[src/sv/bpa_pkg.sv]
// ----------------------------------------------------------------------------
// bpa_pkg
// Types and codes shared by the barrier path allocator modules.
// ----------------------------------------------------------------------------
package bpa_pkg;

	localparam int SIZE_W      = 12;
	localparam int SLOT_W      = 8;
	localparam int CREDIT_W    = 16;
	localparam int TASK_W      = 16;
	localparam int WAVE_W      = 8;
	localparam int RESERVE_W   = 7;
	localparam int REG_INDEX_W = 3;
	localparam int REG_DATA_W  = 16;
	localparam int UTIL_W      = 15;

	localparam logic [RESERVE_W-1:0] PERCENT_FULL = 7'd100;

	localparam logic OP_REQUEST = 1'b0;
	localparam logic OP_RELEASE = 1'b1;

	localparam logic [1:0] HINT_NONE   = 2'd0;
	localparam logic [1:0] HINT_SLOT   = 2'd1;
	localparam logic [1:0] HINT_CREDIT = 2'd2;
	localparam logic [1:0] HINT_HOST   = 2'd3;

	localparam logic [REG_INDEX_W-1:0] REG_SLOT_TOTAL      = 3'd0;
	localparam logic [REG_INDEX_W-1:0] REG_CREDIT_TOTAL    = 3'd1;
	localparam logic [REG_INDEX_W-1:0] REG_LARGE_THRESHOLD = 3'd2;
	localparam logic [REG_INDEX_W-1:0] REG_SMALL_THRESHOLD = 3'd3;
	localparam logic [REG_INDEX_W-1:0] REG_RESERVE_PERCENT = 3'd4;

	typedef enum logic [1:0] {
		PATH_SLOT   = 2'd0,
		PATH_CREDIT = 2'd1,
		PATH_HOST   = 2'd2
	} path_t;

	typedef struct packed {
		logic [SLOT_W-1:0]    slot_total;
		logic [CREDIT_W-1:0]  credit_total;
		logic [SIZE_W-1:0]    large_threshold;
		logic [SIZE_W-1:0]    small_threshold;
		logic [RESERVE_W-1:0] reserve_percent;
	} cfg_t;

	typedef struct packed {
		logic              operation;
		logic [SIZE_W-1:0] member_count;
		logic [1:0]        route_hint;
		logic [1:0]        held_path;
		logic [TASK_W-1:0] task_number;
		logic [WAVE_W-1:0] wave_number;
	} req_t;

	typedef struct packed {
		logic [TASK_W-1:0]   granted_task;
		logic [1:0]          granted_path;
		logic [WAVE_W-1:0]   granted_wave;
		logic [SLOT_W-1:0]   slots_in_use;
		logic [CREDIT_W-1:0] credits_in_use;
	} grant_t;

	// classified item held between front and back
	typedef struct packed {
		logic              release_op;
		logic [1:0]        held_path;
		logic [SIZE_W-1:0] member_count;
		path_t             first_path;
		logic              mid_class;
		logic              half_big;
		logic [TASK_W-1:0] task_number;
		logic [WAVE_W-1:0] wave_number;
	} item_t;

endpackage

[src/sv/bpa_if.sv]
// ----------------------------------------------------------------------------
// bpa_if
// Valid/ready channels for request items and grant items.
// ----------------------------------------------------------------------------
interface bpa_req_if;
	logic          valid;
	logic          ready;
	bpa_pkg::req_t data;

	modport source (output valid, output data, input ready);
	modport sink (input valid, input data, output ready);
	modport monitor (input valid, input data, input ready);
endinterface

interface bpa_grant_if;
	logic            valid;
	logic            ready;
	bpa_pkg::grant_t data;

	modport source (output valid, output data, input ready);
	modport sink (input valid, input data, output ready);
	modport monitor (input valid, input data, input ready);
endinterface

[src/sv/bpa_front.sv]
// ----------------------------------------------------------------------------
// bpa_front
// Accepts items and sorts requests by hint and group size class.
// ----------------------------------------------------------------------------
module bpa_front (
	bpa_req_if.sink        req,
	input  bpa_pkg::cfg_t  cfg,
	input  logic           queue_full,
	output logic           push,
	output bpa_pkg::item_t push_item
);
	import bpa_pkg::*;

	logic is_large;
	logic is_small;

	assign req.ready = !queue_full;
	assign push      = req.valid && !queue_full;

	assign is_large = req.data.member_count >= cfg.large_threshold;
	assign is_small = req.data.member_count < cfg.small_threshold;

	always_comb begin
		push_item.release_op   = (req.data.operation == OP_RELEASE);
		push_item.held_path    = req.data.held_path;
		push_item.member_count = req.data.member_count;
		push_item.task_number  = req.data.task_number;
		push_item.wave_number  = req.data.wave_number;
		push_item.half_big     = {req.data.member_count, 1'b0} > {1'b0, cfg.large_threshold};
		push_item.mid_class    = 1'b0;
		push_item.first_path   = PATH_HOST;
		case (req.data.route_hint)
			HINT_SLOT:   push_item.first_path = PATH_SLOT;
			HINT_CREDIT: push_item.first_path = PATH_CREDIT;
			HINT_HOST:   push_item.first_path = PATH_HOST;
			default: begin
				if (is_large) begin
					push_item.first_path = PATH_SLOT;
				end else if (is_small) begin
					push_item.first_path = PATH_CREDIT;
				end else begin
					push_item.mid_class  = 1'b1;
					push_item.first_path = PATH_CREDIT;
				end
			end
		endcase
	end

endmodule

[src/sv/bpa_queue.sv]
// ----------------------------------------------------------------------------
// bpa_queue
// Short first-in first-out queue of classified items.
// ----------------------------------------------------------------------------
module bpa_queue #(
	parameter int DEPTH = 2
) (
	input  logic           clk,
	input  logic           arst_n,
	input  logic           push,
	input  bpa_pkg::item_t push_item,
	output logic           full,
	input  logic           pop,
	output logic           not_empty,
	output bpa_pkg::item_t head
);
	import bpa_pkg::*;

	localparam int PTR_W = (DEPTH > 1) ? $clog2(DEPTH) : 1;
	localparam int CNT_W = $clog2(DEPTH + 1);
	localparam logic [PTR_W-1:0] LAST = PTR_W'(DEPTH - 1);
	localparam logic [CNT_W-1:0] FULL_COUNT = CNT_W'(DEPTH);

	item_t            entry_q [DEPTH];
	logic [PTR_W-1:0] wr_ptr_q;
	logic [PTR_W-1:0] rd_ptr_q;
	logic [CNT_W-1:0] count_q;
	logic             do_push;
	logic             do_pop;

	assign full      = (count_q == FULL_COUNT);
	assign not_empty = (count_q != '0);
	assign head      = entry_q[rd_ptr_q];
	assign do_push   = push && !full;
	assign do_pop    = pop && not_empty;

	always_ff @(posedge clk or negedge arst_n) begin
		if (!arst_n) begin
			wr_ptr_q <= '0;
			rd_ptr_q <= '0;
			count_q  <= '0;
		end else begin
			if (do_push) begin
				wr_ptr_q <= (wr_ptr_q == LAST) ? '0 : wr_ptr_q + 1'b1;
			end
			if (do_pop) begin
				rd_ptr_q <= (rd_ptr_q == LAST) ? '0 : rd_ptr_q + 1'b1;
			end
			if (do_push && !do_pop) begin
				count_q <= count_q + 1'b1;
			end else if (do_pop && !do_push) begin
				count_q <= count_q - 1'b1;
			end
		end
	end

	always_ff @(posedge clk) begin
		if (do_push) begin
			entry_q[wr_ptr_q] <= push_item;
		end
	end

endmodule

[src/sv/bpa_back.sv]
// ----------------------------------------------------------------------------
// bpa_back
// Picks the final path against current use, updates the counters and
// holds the grant item in an output register.
// ----------------------------------------------------------------------------
module bpa_back (
	input  logic           clk,
	input  logic           arst_n,
	input  bpa_pkg::cfg_t  cfg,
	input  logic           item_valid,
	input  bpa_pkg::item_t item,
	output logic           pop,
	bpa_grant_if.source    grant
);
	import bpa_pkg::*;

	logic [SLOT_W-1:0]    slot_used_q;
	logic [CREDIT_W-1:0]  credit_used_q;
	logic                 out_valid_q;
	grant_t               out_data_q;

	logic                 out_free;
	logic                 slot_free;
	logic [CREDIT_W:0]    credit_sum;
	logic                 credits_fit;
	logic [RESERVE_W-1:0] keep;
	logic [UTIL_W-1:0]    util_lhs;
	logic [UTIL_W-1:0]    util_rhs;
	logic                 below_reserve;
	path_t                chosen;
	path_t                final_path;
	logic [SLOT_W-1:0]    slot_next;
	logic [CREDIT_W-1:0]  credit_next;

	assign out_free    = !out_valid_q || grant.ready;
	assign pop         = item_valid && (item.release_op || out_free);
	assign grant.valid = out_valid_q;
	assign grant.data  = out_data_q;

	assign slot_free   = slot_used_q < cfg.slot_total;
	assign credit_sum  = {1'b0, credit_used_q} + (CREDIT_W + 1)'(item.member_count);
	assign credits_fit = credit_sum <= {1'b0, cfg.credit_total};

	assign keep     = (cfg.reserve_percent > PERCENT_FULL) ? PERCENT_FULL : cfg.reserve_percent;
	assign util_lhs = UTIL_W'(slot_used_q) * UTIL_W'(PERCENT_FULL);
	assign util_rhs = UTIL_W'(cfg.slot_total) * UTIL_W'(PERCENT_FULL - keep);
	assign below_reserve = util_lhs < util_rhs;

	always_comb begin
		chosen = item.first_path;
		if (item.mid_class) begin
			if (below_reserve && slot_free && item.half_big) begin
				chosen = PATH_SLOT;
			end else if (credits_fit) begin
				chosen = PATH_CREDIT;
			end else if (slot_free) begin
				chosen = PATH_SLOT;
			end else begin
				chosen = PATH_HOST;
			end
		end
		final_path = chosen;
		if (final_path == PATH_SLOT && !slot_free) begin
			final_path = PATH_CREDIT;
		end
		if (final_path == PATH_CREDIT && !credits_fit) begin
			final_path = PATH_HOST;
		end
	end

	always_comb begin
		slot_next   = slot_used_q;
		credit_next = credit_used_q;
		if (item.release_op) begin
			case (item.held_path)
				2'(PATH_SLOT): begin
					if (slot_used_q != '0) begin
						slot_next = slot_used_q - 1'b1;
					end
				end
				2'(PATH_CREDIT): begin
					if (credit_used_q >= CREDIT_W'(item.member_count)) begin
						credit_next = credit_used_q - CREDIT_W'(item.member_count);
					end
				end
				default: ;
			endcase
		end else begin
			case (final_path)
				PATH_SLOT:   slot_next   = slot_used_q + 1'b1;
				PATH_CREDIT: credit_next = credit_sum[CREDIT_W-1:0];
				default: ;
			endcase
		end
	end

	always_ff @(posedge clk or negedge arst_n) begin
		if (!arst_n) begin
			slot_used_q   <= '0;
			credit_used_q <= '0;
			out_valid_q   <= 1'b0;
		end else begin
			if (pop) begin
				slot_used_q   <= slot_next;
				credit_used_q <= credit_next;
			end
			if (pop && !item.release_op) begin
				out_valid_q <= 1'b1;
			end else if (grant.ready) begin
				out_valid_q <= 1'b0;
			end
		end
	end

	always_ff @(posedge clk) begin
		if (pop && !item.release_op) begin
			out_data_q.granted_task   <= item.task_number;
			out_data_q.granted_path   <= final_path;
			out_data_q.granted_wave   <= item.wave_number;
			out_data_q.slots_in_use   <= slot_next;
			out_data_q.credits_in_use <= credit_next;
		end
	end

endmodule

[src/sv/barrier_path_allocator.sv]
// ----------------------------------------------------------------------------
// barrier_path_allocator
// Chooses a barrier synchronization path (slot, credits or host) for each
// request item and frees paths on release items.
//
//   channel   dir   handshake       payload
//   req       in    valid/ready     operation, member_count, route_hint,
//                                   held_path, task_number, wave_number
//   grant     out   valid/ready     granted_task, granted_path, granted_wave,
//                                   slots_in_use, credits_in_use
//   cfg       in    cfg_write       cfg_index, cfg_data
//
// one item per cycle sustained while grant items are taken; a request's grant
// passes through the queue entry written at acceptance, then the output register
// the allocation stage reads and updates both use counters in the same cycle
// releases give no grant item and never wait on the grant channel
// reset clears the counters, the queue and the output valid; registers
// return to their default values
// ----------------------------------------------------------------------------
module barrier_path_allocator #(
	parameter int FIFO_DEPTH = 2
) (
	input  logic                              clk,
	input  logic                              arst_n,
	input  logic                              cfg_write,
	input  logic [bpa_pkg::REG_INDEX_W-1:0]   cfg_index,
	input  logic [bpa_pkg::REG_DATA_W-1:0]    cfg_data,
	bpa_req_if.sink                           req,
	bpa_grant_if.source                       grant
);
	import bpa_pkg::*;

	cfg_t  cfg_q;
	logic  queue_full;
	logic  push;
	item_t push_item;
	logic  pop;
	logic  not_empty;
	item_t head;

	always_ff @(posedge clk or negedge arst_n) begin
		if (!arst_n) begin
			cfg_q.slot_total      <= 8'd16;
			cfg_q.credit_total    <= 16'd256;
			cfg_q.large_threshold <= 12'd64;
			cfg_q.small_threshold <= 12'd16;
			cfg_q.reserve_percent <= 7'd25;
		end else if (cfg_write) begin
			case (cfg_index)
				REG_SLOT_TOTAL:      cfg_q.slot_total      <= cfg_data[SLOT_W-1:0];
				REG_CREDIT_TOTAL:    cfg_q.credit_total    <= cfg_data[CREDIT_W-1:0];
				REG_LARGE_THRESHOLD: cfg_q.large_threshold <= cfg_data[SIZE_W-1:0];
				REG_SMALL_THRESHOLD: cfg_q.small_threshold <= cfg_data[SIZE_W-1:0];
				REG_RESERVE_PERCENT: cfg_q.reserve_percent <= cfg_data[RESERVE_W-1:0];
				default: ;
			endcase
		end
	end

	bpa_front u_front (
		.req        (req),
		.cfg        (cfg_q),
		.queue_full (queue_full),
		.push       (push),
		.push_item  (push_item)
	);

	bpa_queue #(
		.DEPTH (FIFO_DEPTH)
	) u_queue (
		.clk       (clk),
		.arst_n    (arst_n),
		.push      (push),
		.push_item (push_item),
		.full      (queue_full),
		.pop       (pop),
		.not_empty (not_empty),
		.head      (head)
	);

	bpa_back u_back (
		.clk        (clk),
		.arst_n     (arst_n),
		.cfg        (cfg_q),
		.item_valid (not_empty),
		.item       (head),
		.pop        (pop),
		.grant      (grant)
	);

endmodule

[src/flat_wrapper.sv]
// flat-port wrapper written by rule: the top's interface ports become plain ports
module barrier_path_allocator_flat import bpa_pkg::*;
#(
	parameter int FIFO_DEPTH = 2
)
  (clk, arst_n, cfg_write, cfg_index, cfg_data, req_valid, req_data, req_ready, grant_valid, grant_data, grant_ready);
  bpa_req_if req_i ();
  bpa_grant_if grant_i ();
  input  logic clk;
  input  logic arst_n;
  input  logic cfg_write;
  input  logic [bpa_pkg::REG_INDEX_W-1:0] cfg_index;
  input  logic [bpa_pkg::REG_DATA_W-1:0] cfg_data;
  input wire logic [$bits(req_i.valid)-1:0] req_valid;
  input wire logic [$bits(req_i.data)-1:0] req_data;
  output wire logic [$bits(req_i.ready)-1:0] req_ready;
  output wire logic [$bits(grant_i.valid)-1:0] grant_valid;
  output wire logic [$bits(grant_i.data)-1:0] grant_data;
  input wire logic [$bits(grant_i.ready)-1:0] grant_ready;
  assign req_i.valid = req_valid;
  assign req_i.data = req_data;
  assign req_ready = req_i.ready;
  assign grant_valid = grant_i.valid;
  assign grant_data = grant_i.data;
  assign grant_i.ready = grant_ready;
  barrier_path_allocator #(.FIFO_DEPTH(FIFO_DEPTH)) u_core (.clk(clk), .arst_n(arst_n), .cfg_write(cfg_write), .cfg_index(cfg_index), .cfg_data(cfg_data), .req(req_i), .grant(grant_i));
endmodule
[config.mk]
export PLATFORM = sky130hd
export DESIGN_NAME = barrier_path_allocator_flat
export DESIGN_NICKNAME = d
export VERILOG_FILES = /design/src/sv/bpa_pkg.sv /design/src/sv/bpa_if.sv /design/src/sv/bpa_front.sv /design/src/sv/bpa_queue.sv /design/src/sv/bpa_back.sv /design/src/sv/barrier_path_allocator.sv /design/src/flat_wrapper.sv
export SDC_FILE = /design/constraint.sdc
export NUM_CORES = 1
export LEC_CHECK = 0
export BUFFER_PORTS_ARGS = -buffer_cell sky130_fd_sc_hd__buf_2
export CORE_UTILIZATION = 50
export DETAILED_ROUTE_END_ITERATION = 7
export GPL_ROUTABILITY_DRIVEN = 0
export PLACE_DENSITY = 0.68
export SYNTH_ARGS = -nofsm -noshare
export SYNTH_HDL_FRONTEND = slang
export SYNTH_HIERARCHICAL = 1
export SYNTH_SLANG_ARGS = --single-unit
[constraint.sdc]
create_clock -name clk -period 22 [get_ports clk]
set_input_delay 3.3 -clock clk [delete_from_list [all_inputs] [get_ports clk]]
set_output_delay 3.3 -clock clk [all_outputs]
set_load 0.02 [all_outputs]
==> results.yml <==
clocking:
  post_cts_buffers: 0
  clk_pin_slew_ns: 0.06
  cts_sinks: 220
  cts-root-buf: "clkbuf_16"
  cts_tree: "built"
  ctsHoldBuffers: 0
  ctsResizeCount: 0
  insertion_delay_ns: 0.54
  cts_made_buffers: 25
  cts_buffer_depth: 3
  cts.htree.levels: 1
layout:
  stdcell_count: 1914
  diodes: 0
  nets: 1778
  area_delta_synth_final_pct: 9.410
  fin_util: 0.5610
  nFillCells: 2658
  multi_input_area_um2: 8497
  regArea_um2: 6196
  layout-drive-gt1-share: 0.2075
sta:
  hold_violations: 0
  slew_headroom: 0.2909
  clock.fmax_mhz: 119.7
  fin_skew_ns: 0.02866
  finalMaxSlewViolations: 0
  tightest_slew_ns: 1.062
  rsz0062_at_grt: "false"
  finalSetupTns_ns: 0
  period_share: 0.3798
  finalSetupViolations: 0
  fin_crit_ns: 8.355
  hold_ws_ns: 0.4887
min_path:
  hp-start: "u_core/u_queue/count_q[1]"
  min_to: "u_core/u_queue/count_q[1]"
  hp-class: "reg -> reg"
  hold_path_depth: 1
global_routing:
  grt_pass1_wl_um: 55870
  antenna_found_initial: 0
  overflow: 0
  grt_pass1_vias: 10860
  globalRouteTotalUtil: 0.2140
  grt_max_degree: 66
worst_setup_path:
  r2r-end: "u_core/u_back/grant.data[12]"
  end_kind: "flip-flop"
  reg2reg_depth: 29
  startpoint_type: "flip-flop"
  path_common_cell: "fa_1"
  cp.required_ns: 22.27
  max_stage_delay_ns: 0.67
  crit_buf_inv: 3
  arrival_ns: 8.62
  slowest_stage: "or3_1"
  crit_family: "adder cells"
  reg2reg_from: "u_core/cfg_q[3]"
  critical_path_class: "reg -> reg"
  r2r_slack_ns: 13.65
  crit_fanout: 15
detailed_routing:
  dr.pass1.iters: 5
  drt_first_iter_violations: 718
  routed_via_density: 5.553
  drc: 0
  num_vias: 10630
  finalWirelength_um: 34040
  wire_per_inst_um: 17.78
  ant_nets: 0
floorplan:
  die_area_um2: 32410
  rows: 64
  start_util: 0.5128
  core_um2: 30910
  die_h_um: 180.0
  die_w_um: 180.0
  num_io_pins: 117
synth:
  synth_flop_cell: "edfxtp_1"
  synthCells: 1409
  syn-cell-area_um2: 15850
  ys_types: 92
  synth_edf_count: 136
  synth-seq-area-share: 0.3909
  async_flop_share: 0.3818
  avgSynthCellArea_um2: 11.25
  yosysWarnings: 6
  ys_seq_elements: 220
outcome:
  status: "completed"
placed_design:
  place_hpwl_um: 25650
  dp.cells: 1869
  port_buffers: 116
flow_run:
  drv_cap: 0
## cells in the final DEF, fill, tap and decap left out, drive strengths merged, types with 47 or more instances in the layout
cell,netlist,routed
fa,56,56
a21oi,55,55
nor2,53,53
mux2,107,107
inv,181,183
dfrtp,77,77
edfxtp,136,136
ha,157,157
nand2,70,70
xnor2,47,47
buf,65,125
## cells in the mapped netlist, types with 39 or more instances
master | instances | share of area
nor2_1 | 53 | 0.013
nand2_1 | 69 | 0.016
mux2_2 | 68 | 0.048
dfrtp_1 | 77 | 0.12
buf_4 | 44 | 0.021
xnor2_1 | 47 | 0.026
edfxtp_1 | 136 | 0.26
fa_1 | 56 | 0.071
o21ai_0 | 39 | 0.012
mux2_4 | 39 | 0.037
inv_1 | 181 | 0.043
a21oi_1 | 54 | 0.017
ha_1 | 157 | 0.12
## metrics by stage
stage	setup WS (ns)	cell area (um2)
5_1_grt	12.99	17340
3_5_place_dp	13.70	16530
2_1_floorplan	14.72	15920
3_3_place_gp	14.01	16530
4_1_cts	13.71	17340
6_report	13.65	17340
## worst max path at each step
stage                               start                           end  slack (ns)  depth (start not counted)
after floorplan           u_core/cfg_q[3]   u_core/u_back/grant.data[7]       14.72                         34
after global placement    u_core/cfg_q[3]  u_core/u_back/grant.data[12]       14.01                         29
after detailed placement  u_core/cfg_q[3]  u_core/u_back/grant.data[12]       13.70                         29
after CTS                 u_core/cfg_q[3]  u_core/u_back/grant.data[12]       13.71                         29
after global routing      u_core/cfg_q[3]  u_core/u_back/grant.data[12]       12.99                         29
final                     u_core/cfg_q[3]  u_core/u_back/grant.data[12]       13.65                         29
## worst register-to-register path, delay by kind of cell (launching register included)
kind	cells	cell delay [ns]
fa+ha+maj	7	2.85
compound gates	9	2.34
simple gates	9	1.98
flops	1	0.57
buf+inv	3	0.25
xor+xnor	1	0.09
## metal layers
metal / track usage / share of wire / vias up
li1: - / - / 5086
met1: 0.2990 / 0.47 / 5232
met2: 0.3546 / 0.46 / 268
met3: 0.02567 / 0.047 / 43
met4: 0.05436 / 0.021 / 0
met5: 0 / 0 / -
## final cells by class
class / count / share of cell area
tap: 396 / 0.02857
multi-input combinational: 945 / 0.4900
inverter: 183 / 0.03961
sequential: 220 / 0.3573
clock buffer: 35 / 0.03997
timing repair buffer: 125 / 0.03752
clock inverter: 10 / 0.006999
## registers in the layout (all words and copies together), names as in the netlist
| name | flops |
|---|---|
| u_core/u_queue/wr_ptr_q | 1 |
| u_core/cfg_q | 55 |
| u_core/u_back/grant.valid | 1 |
| u_core/u_queue/entry_q | 86 |
| u_core/u_queue/rd_ptr_q | 1 |
| u_core/u_back/grant.data | 50 |
| u_core/u_back/slot_used_q | 8 |
| u_core/u_queue/count_q | 2 |
| u_core/u_back/credit_used_q | 16 |
## cell families (layout without fill, tap and decap cells)
logic type | Yosys count | after routing | share of synthesized area
AND/OR/NAND/NOR | 305 | 305 | 0.1046
other | 2 | 20 | 0.0004738
AO/OA/AOI/OAI | 222 | 222 | 0.09995
buffers and inverters | 262 | 353 | 0.07997
multiplexers | 121 | 121 | 0.09410
XOR/XNOR | 64 | 64 | 0.03537
adder cells (fa/ha/maj) | 213 | 213 | 0.1947
flip-flops | 220 | 220 | 0.3909
Power is not shown: default switching activity piles up to over one toggle a cycle in this logic, so the estimate is an artifact.
